<file path="config.mk">
export PLATFORM = sky130hd
export DESIGN_NAME = cgng_front
export DESIGN_NICKNAME = d
export VERILOG_FILES = /design/src/sv/cgng_pkg.sv /design/src/sv/cgng_front.sv
export SDC_FILE = /design/constraint.sdc
export NUM_CORES = 1
export LEC_CHECK = 0
export BUFFER_PORTS_ARGS = -buffer_cell sky130_fd_sc_hd__buf_2
export CAP_MARGIN = 5
export CORE_MARGIN = 2
export CORE_UTILIZATION = 45
export CTS_CLUSTER_DIAMETER = 120
export CTS_CLUSTER_SIZE = 12
export DETAILED_ROUTE_END_ITERATION = 16
export MAX_ROUTING_LAYER = met4
export PLACE_DENSITY = 0.76
export SLEW_MARGIN = 15
export SYNTH_ARGS = -nofsm -noshare
export SYNTH_HDL_FRONTEND = slang
export SYNTH_SLANG_ARGS = --single-unit
</file>
<file path="constraint.sdc">
create_clock -name clk -period 5.67 [get_ports clk]
set_input_delay 0.567 -clock clk [delete_from_list [all_inputs] [get_ports clk]]
set_output_delay 0.567 -clock clk [all_outputs]
set_load 0.03 [all_outputs]
</file>
<file path="src/sv/cgng_pkg.sv">
// Shared types, codes and defaults for the neighbour gather block.
`default_nettype none
package cgng_pkg;
	localparam int MAX_VERTICES_DEF = 1024;
	localparam int MAX_EDGES_DEF    = 4096;
	localparam int MAX_RUN_DEF      = 64;

	localparam logic [2:0] REQ_OUT_START = 3'd0;
	localparam logic [2:0] REQ_IN_START  = 3'd1;
	localparam logic [2:0] REQ_OUT_ORDER = 3'd2;
	localparam logic [2:0] REQ_IN_ORDER  = 3'd3;
	localparam logic [2:0] REQ_EDGE_SRC  = 3'd4;
	localparam logic [2:0] REQ_EDGE_TGT  = 3'd5;
	localparam logic [2:0] REQ_NEIGHBORS = 3'd6;
	localparam logic [2:0] REQ_CONTAINS  = 3'd7;

	localparam logic [1:0] DIR_OUT  = 2'd0;
	localparam logic [1:0] DIR_IN   = 2'd1;
	localparam logic [1:0] DIR_BOTH = 2'd2;
	localparam logic [1:0] DIR_UNIQ = 2'd3;

	localparam logic CFG_DIRECTED = 1'b0;
	localparam logic CFG_VCOUNT   = 1'b1;

	// decoded word handed from the front end to the walker
	typedef struct packed {
		logic [2:0]  req;
		logic [11:0] slot;
		logic [12:0] value;
		logic [9:0]  vertex;
		logic [9:0]  other;
		logic        is_query;
		logic        contains;
		logic        bad;
		logic        en_out;
		logic        en_in;
		logic        merge;
		logic        tie_both;
		logic        norepeat;
	} cmd_t;

	typedef enum logic [3:0] {
		ST_IDLE,
		ST_ST0,
		ST_ST1,
		ST_ST2,
		ST_ORD,
		ST_EDG,
		ST_CMP,
		ST_TIE,
		ST_RES,
		ST_DRN,
		ST_LD
	} walk_state_t;
endpackage
`default_nettype wire

</file>
<file path="src/sv/cgng_front.sv">
// Front end: decodes input words and holds them in a two-entry queue.
`default_nettype none
module cgng_front (
	input  wire logic          clk,
	input  wire logic          arst_n,
	input  wire logic          push,
	output logic               full,
	input  wire logic          graph_directed,
	input  wire logic [10:0]   vertex_count,
	input  wire logic [2:0]    req_type,
	input  wire logic [11:0]   slot,
	input  wire logic [12:0]   value,
	input  wire logic [9:0]    vertex,
	input  wire logic [9:0]    other_vertex,
	input  wire logic [1:0]    direction,
	output cgng_pkg::cmd_t     cq_data,
	output logic               cq_valid,
	input  wire logic          cq_take
);
	import cgng_pkg::*;

	cmd_t       cls;
	logic [1:0] dir_eff;
	logic       push_ok;
	cmd_t       fifo_q [2];
	logic       wp_q;
	logic       rp_q;
	logic [1:0] cnt_q;

	// undirected graphs always walk both lists back to back
	always_comb begin
		dir_eff      = graph_directed ? direction : DIR_BOTH;
		cls.req      = req_type;
		cls.slot     = slot;
		cls.value    = value;
		cls.vertex   = vertex;
		cls.other    = other_vertex;
		cls.is_query = (req_type == REQ_NEIGHBORS) || (req_type == REQ_CONTAINS);
		cls.contains = (req_type == REQ_CONTAINS);
		cls.bad      = ({1'b0, vertex} >= vertex_count) ||
			((req_type == REQ_CONTAINS) && ({1'b0, other_vertex} >= vertex_count));
		cls.en_out   = (dir_eff != DIR_IN);
		cls.en_in    = (dir_eff != DIR_OUT);
		cls.merge    = (dir_eff == DIR_UNIQ) || ((dir_eff == DIR_BOTH) && graph_directed);
		cls.tie_both = (dir_eff != DIR_UNIQ);
		cls.norepeat = (dir_eff == DIR_UNIQ);
	end

	assign full     = (cnt_q == 2'd2);
	assign push_ok  = push && !full;
	assign cq_valid = (cnt_q != 2'd0);
	assign cq_data  = fifo_q[rp_q];

	always_ff @(posedge clk) begin
		if (push_ok) begin
			fifo_q[wp_q] <= cls;
		end
	end

	always_ff @(posedge clk or negedge arst_n) begin
		if (!arst_n) begin
			wp_q  <= 1'b0;
			rp_q  <= 1'b0;
			cnt_q <= 2'd0;
		end else begin
			if (push_ok) begin
				wp_q <= !wp_q;
			end
			if (cq_take) begin
				rp_q <= !rp_q;
			end
			cnt_q <= cnt_q + 2'(push_ok) - 2'(cq_take);
		end
	end
endmodule
`default_nettype wire

</file>
==> results of run 1 <==
critical path: cells and delay by family (launching register included):
family / cells / cell delay (ps)
buffers and inverters: 1 / 180
flip-flops: 1 / 1060
multiplexers: 1 / 440
cell families after synthesis:
logic type / after synthesis / share of synthesized area
multiplexers: 56 / 0.152
flip-flops: 116 / 0.708
AND/OR/NAND/NOR: 27 / 0.0325
buffers and inverters: 23 / 0.0243
adder cells (fa/ha/maj): 22 / 0.0563
AO/OA/AOI/OAI: 14 / 0.0192
XOR/XNOR: 4 / 0.00717
stage by stage:
stage	instances	cell area, µm²	hold slack, ps
3_3_place_gp	521	5650	375
3_5_place_dp	521	5650	376
2_1_floorplan	262	4890	271
4_1_cts	554	6300	222
6_report	554	6300	247
5_1_grt	554	6300	224
state kept, by name, indices dropped and copies added, names as in the netlist:
signal	flops
wp_q	1
fifo_q	112
cnt_q	2
rp_q	1
power groups by stage:
| stage | clock network (mW) | logic [mW] | registers (mW) |
|---|---|---|---|
| 6_report | 1.12 | 1.09 | 1.32 |
| 5_1_grt | 1.19 | 1.17 | 1.35 |
| 4_1_cts | 1.15 | 1.11 | 1.33 |
| 3_5_place_dp | 0 | 1.10 | 1.34 |
| 3_3_place_gp | 0 | 1.09 | 1.33 |
| 2_1_floorplan | 0 | 0.931 | 1.24 |
cell type report:
cell class | instances | area [µm²] | area share
Sequential cell | 116 | 3470 | 0.550
Timing Repair Buffer | 126 | 641 | 0.102
Inverter | 17 | 63.8 | 0.0101
Clock inverter | 8 | 146 | 0.0232
Tap cell | 140 | 175 | 0.0278
Multi-Input combinational cell | 123 | 1320 | 0.209
Clock buffer | 24 | 490 | 0.0779
layout by cell type, fill, tap and decap left out, types with 2 or more instances in the layout:
| master | n |
|---|---|
| a211oi_2 | 2 |
| a21oi_1 | 5 |
| buf_2 | 123 |
| buf_4 | 2 |
| bufinv_16 | 4 |
| clkbuf_1 | 2 |
| clkbuf_16 | 16 |
| clkbuf_8 | 6 |
| clkinv_2 | 2 |
| dfrtp_1 | 3 |
| edfxtp_1 | 112 |
| ha_1 | 22 |
| inv_1 | 16 |
| mux2_2 | 26 |
| mux2_4 | 30 |
| nand2_1 | 8 |
| nand2b_4 | 2 |
| nand3_1 | 2 |
| nor2_1 | 4 |
| nor4_1 | 2 |
| o21ai_0 | 3 |
| xnor2_1 | 3 |
routing by layer:
layer / share of wire / wire length, µm / GRT usage / up-vias
met1: 0.41 / 3540 / 0.182 / 1310
met5: 0 / 0 / - / -
li1: - / - / - / 1288
met2: 0.51 / 4430 / 0.264 / 99
met3: 0.069 / 603 / 0.0609 / 14
met4: 0.018 / 156 / 0.0659 / 0
final timing paths:
check                                   start                      end  slack [ps]  cells past startpoint
setup / recovery             rp_q$_DFFE_PN0P_               cq_data[6]        2890                      2
hold / removal                        slot[8]  fifo_q[0][49]$_DFFE_PP_         250                      1
setup reg to reg           cnt_q[1]$_DFF_PN0_   fifo_q[0][5]$_DFFE_PP_        3490                      4
hold reg to reg            cnt_q[1]$_DFF_PN0_       cnt_q[1]$_DFF_PN0_         500                      1
max in group asynchronous              arst_n         rp_q$_DFFE_PN0P_        5140                      2
min in group asynchronous              arst_n         rp_q$_DFFE_PN0P_         400                      2
==> impl_metrics.py, run 1 <==
metrics = {
    "worst_setup_path": {
        "worstPathMaxFanout": 57,
        "startpoint_type": "flop",
        "cpPeakStageDelay_ps": 1060,
        "path_cells": "mux2_2, buf_2",
        "critPathSlowestCell": "dfrtp_4",
        "cp.arrival_ps": 2210,
        "worstSetupPathType": "flop to output port",
        "crit_required_ps": 5100,
        "end_kind": "output port",
    },
    "global_routing": {
        "antenna_found_initial": 0,
        "grt_pass1_wl_mm": 13.4,
        "grt_pass1_vias": 2769,
        "grt.overflow.total": 0,
        "grt_start_max_net_pins": 58,
        "track_usage": 0.163,
    },
    "detailed_routing": {
        "drt_iter0_markers": 93,
        "final_antenna_net_count": 0,
        "vias": 2711,
        "drt_wl_total_mm": 8.73,
        "drtPass1Iterations": 5,
        "route.detailed.drc": 0,
        "via_per_inst": 4.89,
        "avgRoutedWirePerCell_um": 15.8,
    },
    "sta": {
        "max_freq_mhz": 360,
        "slew_violations": 0,
        "fin_crit_ps": 2780,
        "slew_headroom": 0.361,
        "finalSetupTns_ps": 0,
        "hold_viol": 0,
        "finalCritPeriodShare": 0.490,
        "fin_ws_ps": 2890,
        "rsz0062_at_grt": "false",
        "tightest_slew_ps": 959,
        "setup_viol": 0,
        "fin_skew_ps": 10.4,
    },
    "cells_and_area": {
        "antenna_cells": 0,
        "fin_nets": 489,
        "fin_util": 0.589,
        "syn_to_final_growth_pct": 28.8,
        "drive_above_1_share": 0.536,
        "fillerInstances": 855,
    },
    "power": {
        "p_per_area_nw_per_um2": 562,
        "ir_drop_v": 0.000296,
        "swShare": 0.326,
        "power_leakage_nw": 2.62,
        "p_int_mw": 2.39,
        "total_power_mw": 3.54,
        "power_switching_mw": 1.15,
        "p_comb_frac": 0.309,
        "seq_power_share": 0.374,
        "clkPwrFrac": 0.317,
    },
    "clock_tree": {
        "ctsHtreeMaxLevel": 4,
        "cts_buffer_depth": 2,
        "cts_root_buffer": "clkbuf_8",
        "cts_setup_buffers": 0,
        "clk_latency_ps": 510,
        "cts_tree": "built",
        "numCtsBuffers": 17,
        "hold_buffers": 1,
        "clk_pin_slew_ps": 50,
        "ctsResizeCount": 0,
        "clkSinkCount": 116,
    },
    "logic_synthesis": {
        "yosysUniqueCellTypes": 31,
        "synth_top_area_frac": 0.688,
        "yosys.cell_count.top_type": "edfxtp_1",
        "ys_seq_area_frac": 0.708,
        "avgSynthCellArea_um2": 18.7,
        "syn-instance-count": 262,
        "ys_warn_count": 0,
        "synth_top_area_cell": "edfxtp_1",
        "synthesis.area_um2": 4890,
        "synth_nets": 350,
        "synth_edf_count": 112,
        "ys.flop_type": "edfxtp_1",
        "yosys-top-cells-count": "edfxtp_1, mux2_4, mux2_2",
        "async_flop_share": 0.0345,
        "yosys-top-cells-area": "edfxtp_1, mux2_4, mux2_2, ha_1, dfrtp_1",
        "ys_seq_elements": 116,
    },
    "job": {
        "timing.max_cap.violations": 0,
    },
    "placed_design": {
        "port_buffers": 123,
        "gpl.final_weighted_congestion": 0.739,
        "dp_slack_ps": 3310,
        "dp_hpwl_mm": 5.78,
    },
    "floorplanning": {
        "io_pins": 124,
        "fp.coreArea_um2": 10700,
        "initial_core_util": 0.457,
        "die_area_um2": 11700,
        "row_count": 38,
        "fp.dieW_um": 108,
        "die_y_um": 108,
    },
    "outcome": {
        "outcome": "complete, no violations",
    },
    "hold_path": {
        "hold_path_class": "input pin to flop",
    },
}
(Power assumes the default switching activity.)
==> inputs of run 2 (changes only) <==
Settings changed: ABC_AREA set to 1, PLACE_DENSITY 0.76 to 0.79.
Clock period 5.67 ns to 2.4 ns, I/O delays scaled along.
==> run 2 against run 1 <==
Effect of this change:
- setup slack worse by 2700 ps
- wire length is 14% higher
- utilization is 4.9 points higher
- critical endpoint is now cq_data[46]
- critical path type unchanged
==> impl_metrics.py, run 2 <==
metrics = {
    "cells_and_area": {
        "design_area_um2": 6890,
        "regMostFlops": "fifo_q",
        "fillerInstances": 753,
        "reg.largest.list": "fifo_q (112), cnt_q (2)",
        "antenna_cells": 0,
        "syn_to_final_growth_pct": 38.9,
        "final_common_cell": "buf_2",
        "fin_nets": 582,
        "final_cell_mix": "buf_2, edfxtp_1, dlygate4sd3_1",
        "drive_above_1_share": 0.434,
        "largest_reg_flops": 112,
    },
    "logic_synthesis": {
        "yosys-top-cells-count": "edfxtp_1, nand2_1, mux2_4",
        "yosysUniqueCellTypes": 17,
        "syn-instance-count": 302,
        "yosys-top-cells-area": "edfxtp_1, mux2_4, mux2_2, ha_1, nand2_1",
        "synth_top_area_frac": 0.678,
        "synth_nets": 390,
        "avgSynthCellArea_um2": 16.4,
        "ys_seq_elements": 116,
        "synth_edf_count": 112,
        "yosys.cell_count.top_type": "edfxtp_1",
        "synthesis.area_um2": 4960,
        "synth_top_area_cell": "edfxtp_1",
        "ys_seq_area_frac": 0.698,
        "async_flop_share": 0.0345,
        "ys_warn_count": 0,
        "ys.flop_type": "edfxtp_1",
    },
    "hold_path": {
        "holdCritStartpoint": "direction[0]",
        "whs_endpoint": "fifo_q[0][4]$_DFFE_PP_",
        "hold_depth": 2,
        "hold_path_class": "input pin to flop",
    },
    "worst_setup_path": {
        "end_kind": "output port",
        "rr_endpoint": "cnt_q[1]$_DFF_PN0_",
        "r2r_cells": 5,
        "rrSetupSlack_ps": 560,
        "r2r-start": "cnt_q[0]$_DFF_PN0_",
        "critPathSlowestCell": "dfrtp_4",
        "crit_required_ps": 2160,
        "cpPeakStageDelay_ps": 630,
        "worstPathMaxFanout": 18,
        "worstSetupPathType": "flop to output port",
        "path_cells": "buf_4, mux2_2, buf_2",
        "startpoint_type": "flop",
        "cp.arrival_ps": 1950,
    },
    "clock_tree": {
        "clk_latency_ps": 510,
        "cts_buffer_depth": 2,
        "numCtsBuffers": 17,
        "ctsHtreeMaxLevel": 4,
        "clkSinkCount": 116,
        "cts_tree": "built",
        "clk_pin_slew_ps": 60,
        "cts_root_buffer": "clkbuf_8",
    },
    "floorplanning": {
        "fp.dieW_um": 109,
        "die_area_um2": 11900,
        "initial_core_util": 0.459,
        "io_pins": 124,
        "row_count": 38,
        "fp.coreArea_um2": 10800,
        "die_y_um": 109,
    },
    "detailed_routing": {
        "vias": 3066,
        "avgRoutedWirePerCell_um": 15.4,
        "route.detailed.drc": 0,
        "final_antenna_net_count": 0,
        "drt_wl_total_mm": 9.96,
        "via_per_inst": 4.74,
        "drtPass1Iterations": 4,
        "drt_iter0_markers": 151,
    },
    "global_routing": {
        "grt_start_max_net_pins": 57,
        "track_usage": 0.179,
        "grt_pass1_vias": 3167,
        "grt.overflow.total": 0,
        "grt_pass1_wl_mm": 15.0,
        "antenna_found_initial": 0,
    },
    "sta": {
        "rsz0062_at_grt": "false",
        "finalCritPeriodShare": 0.913,
        "fin_skew_ps": 5.34,
        "hold_viol": 0,
        "max_freq_mhz": 456,
        "fin_crit_ps": 2190,
        "finalSetupTns_ps": 0,
        "slew_headroom": 0.506,
        "tightest_slew_ps": 733,
        "slew_violations": 0,
        "setup_viol": 0,
    },
    "placed_design": {
        "dp_hpwl_mm": 6.26,
        "port_buffers": 123,
        "placed_area_um2": 5800,
        "gpl.final_weighted_congestion": 0.795,
    },
    "power": {
        "power_leakage_nw": 2.92,
        "total_power_mw": 8.27,
        "p_per_area_nw_per_um2": 1200,
        "ir_drop_v": 0.000524,
    },
    "job": {
        "timing.max_cap.violations": 0,
    },
    "outcome": {
        "outcome": "complete, no violations",
    },
}
-- run 2: worst max-delay path: cells and delay by family (launching register included) --
kind	cells	cell delay [ps]
muxes	1	360
DFF	1	630
buffers and inverters	2	460
-- run 2: repair_timing --
| item | CTS | global route |
|---|---|---|
| endpoints found under the setup margin | 10 | 0 |
| resized for setup | 0 | 0 |
| hold endpoints to repair | 101 | 0 |
| hold buffers | 50 | 0 |
| buffers inserted | 1 | 0 |
-- run 2: per-layer routing --
metal	up-vias	GRT usage	wire, µm	part of all wire
met5	-	-	0	0
met4	0	0.0714	106	0.011
met3	10	0.0472	495	0.050
met2	100	0.305	5140	0.52
met1	1469	0.199	4230	0.42
li1	1487	-	-	-
-- run 2: cells by family (layout without fill, tap and decap cells) --
family	count (synthesis)	count (layout)	share of synthesized area
AOI/OAI and AO/OA	11	11	0.0116
and+or+nand+nor	59	59	0.0462
DFF	116	116	0.698
adders and majority gates	22	22	0.0555
buffers and inverters	35	240	0.0331
xor gates and xnor gates	3	3	0.00530
muxes	56	56	0.150
-- run 2: layout make-up --
type                            instances  area (µm²)  share of cell area
Clock buffer                           17         414              0.0601
Clock inverter                         15         150              0.0218
Inverter                               29         109              0.0158
Multi-Input combinational cell        151        1350               0.196
Sequential cell                       116        3470               0.504
Tap cell                              140         175              0.0254
Timing Repair Buffer                  179        1220               0.178
-- run 2: how the worst max path moves through the flow --
stage | from | endpoint | slack [ps] | depth (start not counted)
after floorplan | cnt_q[1]$_DFF_PN0_ | fifo_q[1][0]$_DFFE_PP_ | -120 | 3
after global placement | rp_q$_DFFE_PN0P_ | cq_data[52] | 530 | 3
after detailed placement | rp_q$_DFFE_PN0P_ | cq_data[50] | 490 | 3
after CTS | rp_q$_DFFE_PN0P_ | cq_data[46] | 160 | 3
after global routing | rp_q$_DFFE_PN0P_ | cq_data[46] | 130 | 3
final | rp_q$_DFFE_PN0P_ | cq_data[46] | 210 | 3
-- run 2: report_power, final --
part	leakage, nW	internal (mW)	switching (mW)
sequential	1.08	2.77	0.179
clock	0.269	1.40	0.943
combinational	1.57	1.18	1.80
total	2.92	5.34	2.93
-- run 2: stage by stage --
| step | util | hold WS (ps) | setup slack (ps) | cells |
|---|---|---|---|---|
| 2_1_floorplan | - | -55.6 | -122 | 302 |
| 3_3_place_gp | 0.537 | 54.0 | 527 | 564 |
| 3_5_place_dp | 0.537 | 55.4 | 495 | 564 |
| 4_1_cts | 0.638 | 3.93 | 162 | 647 |
| 5_1_grt | 0.638 | 12.8 | 126 | 647 |
| 6_report | 0.638 | 33.9 | 208 | 647 |
==> inputs of run 3 (changes only) <==
==> constraint.sdc (replaced) <==
create_clock -name clk -period 2.4 [get_ports clk]
set_input_delay 0.48 -clock clk [delete_from_list [all_inputs] [get_ports clk]]
set_output_delay 0.48 -clock clk [all_outputs]
set_load 0.03 [all_outputs]
==> run 3 against run 2 <==
Effect of this change:
- combinational power fell by 3%
- maximum frequency fell by 2.2%
- design area fell by 7.3%
- largest cell class unchanged
- sequential share of layout area is 4.0 points higher
==> impl_metrics.py, run 3 (synthesis results as in run 2) <==
metrics = {
    "power": {
        "p_per_area_nw_per_um2": 1290,
        "seq_power_share": 0.351,
        "clkPwrFrac": 0.299,
        "power_leakage_nw": 2.72,
        "swShare": 0.331,
        "ir_drop_v": 0.000522,
        "p_int_mw": 5.51,
        "p_comb_frac": 0.350,
        "power_switching_mw": 2.72,
        "total_power_mw": 8.23,
    },
    "placed_design": {
        "placed_area_um2": 5780,
        "dp_slack_ps": 535,
        "port_buffers": 123,
        "dp_hpwl_mm": 6.31,
        "gpl.final_weighted_congestion": 0.809,
        "dpl.cell_count": 565,
    },
    "clock_tree": {
        "numCtsBuffers": 17,
        "clk_pin_slew_ps": 50,
        "ctsHtreeMaxLevel": 4,
        "cts_setup_buffers": 0,
        "cts_buffer_depth": 2,
        "clk_latency_ps": 490,
        "cts_root_buffer": "clkbuf_8",
        "clkSinkCount": 116,
        "cts_tree": "built",
    },
    "detailed_routing": {
        "via_per_inst": 4.74,
        "final_antenna_net_count": 0,
        "drt_iter0_markers": 106,
        "vias": 2831,
        "drtPass1Iterations": 4,
        "drt_wl_total_mm": 8.99,
        "avgRoutedWirePerCell_um": 15.1,
        "route.detailed.drc": 0,
    },
    "global_routing": {
        "grt.overflow.total": 0,
        "antenna_found_initial": 0,
        "grt_pass1_wl_mm": 13.6,
        "grt_pass1_vias": 2828,
        "grt_start_max_net_pins": 41,
        "track_usage": 0.161,
    },
    "worst_setup_path": {
        "critPathSlowestCell": "dfrtp_4",
        "r2r_cells": 6,
        "worstSetupPathType": "flop to output port",
        "crit_buf_inv": 2,
        "cp-endpoint": "cq_data[15]",
        "path_cells": "buf_6, mux2_2, buf_2",
        "cp.arrival_ps": 1760,
        "crit_required_ps": 1920,
        "r2r-start": "cnt_q[1]$_DFF_PN0_",
        "crit_start": "rp_q$_DFFE_PN0P_",
        "cpPeakStageDelay_ps": 430,
        "rrSetupSlack_ps": 550,
        "worstPathMaxFanout": 23,
        "startpoint_type": "flop",
        "end_kind": "output port",
        "rr_endpoint": "cnt_q[1]$_DFF_PN0_",
        "crit_family": "buffers and inverters",
        "path_depth": 3,
    },
    "cells_and_area": {
        "final-seq-area_um2": 3470,
        "antenna_cells": 0,
        "final_cell_mix": "buf_2, edfxtp_1, nand2_1",
        "fillerInstances": 831,
        "syn_to_final_growth_pct": 28.7,
        "drive_above_1_share": 0.466,
        "design_area_um2": 6380,
        "fin_nets": 533,
        "fin_cells": 597,
        "largest_reg_flops": 112,
        "fin_util": 0.591,
        "final_common_cell": "buf_2",
        "reg.largest.list": "fifo_q (112), cnt_q (2)",
        "regMostFlops": "fifo_q",
        "multi_input_area_um2": 1350,
    },
    "sta": {
        "hold_viol": 0,
        "fin_ws_ps": 158,
        "rsz0062_at_grt": "false",
        "fin_skew_ps": 9.61,
        "fin_crit_ps": 2240,
        "slew_headroom": 0.518,
        "setup_viol": 0,
        "slew_violations": 0,
        "finalCritPeriodShare": 0.934,
        "tightest_slew_ps": 715,
        "max_freq_mhz": 446,
    },
    "hold_path": {
        "hold_path_class": "input pin to flop",
    },
    "floorplanning": {
        "initial_core_util": 0.459,
        "die_area_um2": 11900,
        "io_pins": 124,
        "fp.dieW_um": 109,
        "row_count": 38,
        "die_y_um": 109,
        "fp.coreArea_um2": 10800,
    },
    "job": {
        "timing.max_cap.violations": 0,
    },
    "outcome": {
        "outcome": "complete, no violations",
    },
}
[run 3: changes by cell type in the layout (fill, tap and decap cells not counted), sizes merged]
| cell | previous run | this run |
|---|---|---|
| bufinv | 1 | 4 |
| clkbuf | 17 | 18 |
| clkinv | 6 | 8 |
| clkinvlp | 3 | 1 |
| dlygate4sd3 | 50 | 1 |
| inv | 34 | 29 |
[run 3: layer usage]
layer,wire length [µm],up-vias,global-route usage
met3,385,8,0.0436
met1,3690,1354,0.180
met2,4840,86,0.275
met5,0,-,-
met4,65,0,0.0632
li1,-,1383,-
[run 3: worst reg2reg max path, stage by stage, from the launching register on]
cell and delay, ps:
dfrtp_1 350, inv_1 80, o21ai_0 580, inv_1 140, ha_1 250, xnor2_1 180
xor2_1 190
[run 3: power groups by stage]
| stage | logic, mW | registers [mW] | clock network, mW |
|---|---|---|---|
| 4_1_cts | 2.93 | 2.89 | 2.51 |
| 3_5_place_dp | 2.92 | 2.93 | 0 |
| 6_report | 2.88 | 2.89 | 2.46 |
| 2_1_floorplan | 2.19 | 2.90 | 0 |
| 5_1_grt | 3.09 | 2.92 | 2.61 |
| 3_3_place_gp | 2.90 | 2.90 | 0 |
[run 3: how the worst min path moves through the flow]
stage,from,end,cells after the start
final,slot[11],fifo_q[1][52]$_DFFE_PP_,1
after detailed placement,arst_n,rp_q$_DFFE_PN0P_,1
after global routing,value[10],fifo_q[1][38]$_DFFE_PP_,1
after global placement,arst_n,cnt_q[1]$_DFF_PN0_,1
after floorplan,arst_n,cnt_q[0]$_DFF_PN0_,0
after CTS,slot[6],fifo_q[0][47]$_DFFE_PP_,1
[run 3: final cells by class]
type	instances	area share
Clock buffer	18	0.0655
Clock inverter	13	0.0259
Inverter	29	0.0171
Multi-Input combinational cell	151	0.211
Sequential cell	116	0.543
Tap cell	140	0.0275
Timing Repair Buffer	130	0.110
[run 3: repair_timing]
action / 4_1_cts / 5_1_grt
endpoints found under the hold margin: 4 / 0
setup endpoints to repair: 0 / 9
resized for setup: 0 / 1
hold buffers: 1 / 0
[run 3: metrics by stage]
stage / hold slack (ps) / setup TNS [ps]
2_1_floorplan: 184 / -16170
3_3_place_gp: 295 / 0
3_5_place_dp: 300 / 0
4_1_cts: 145 / 0
5_1_grt: 146 / 0
6_report: 178 / 0
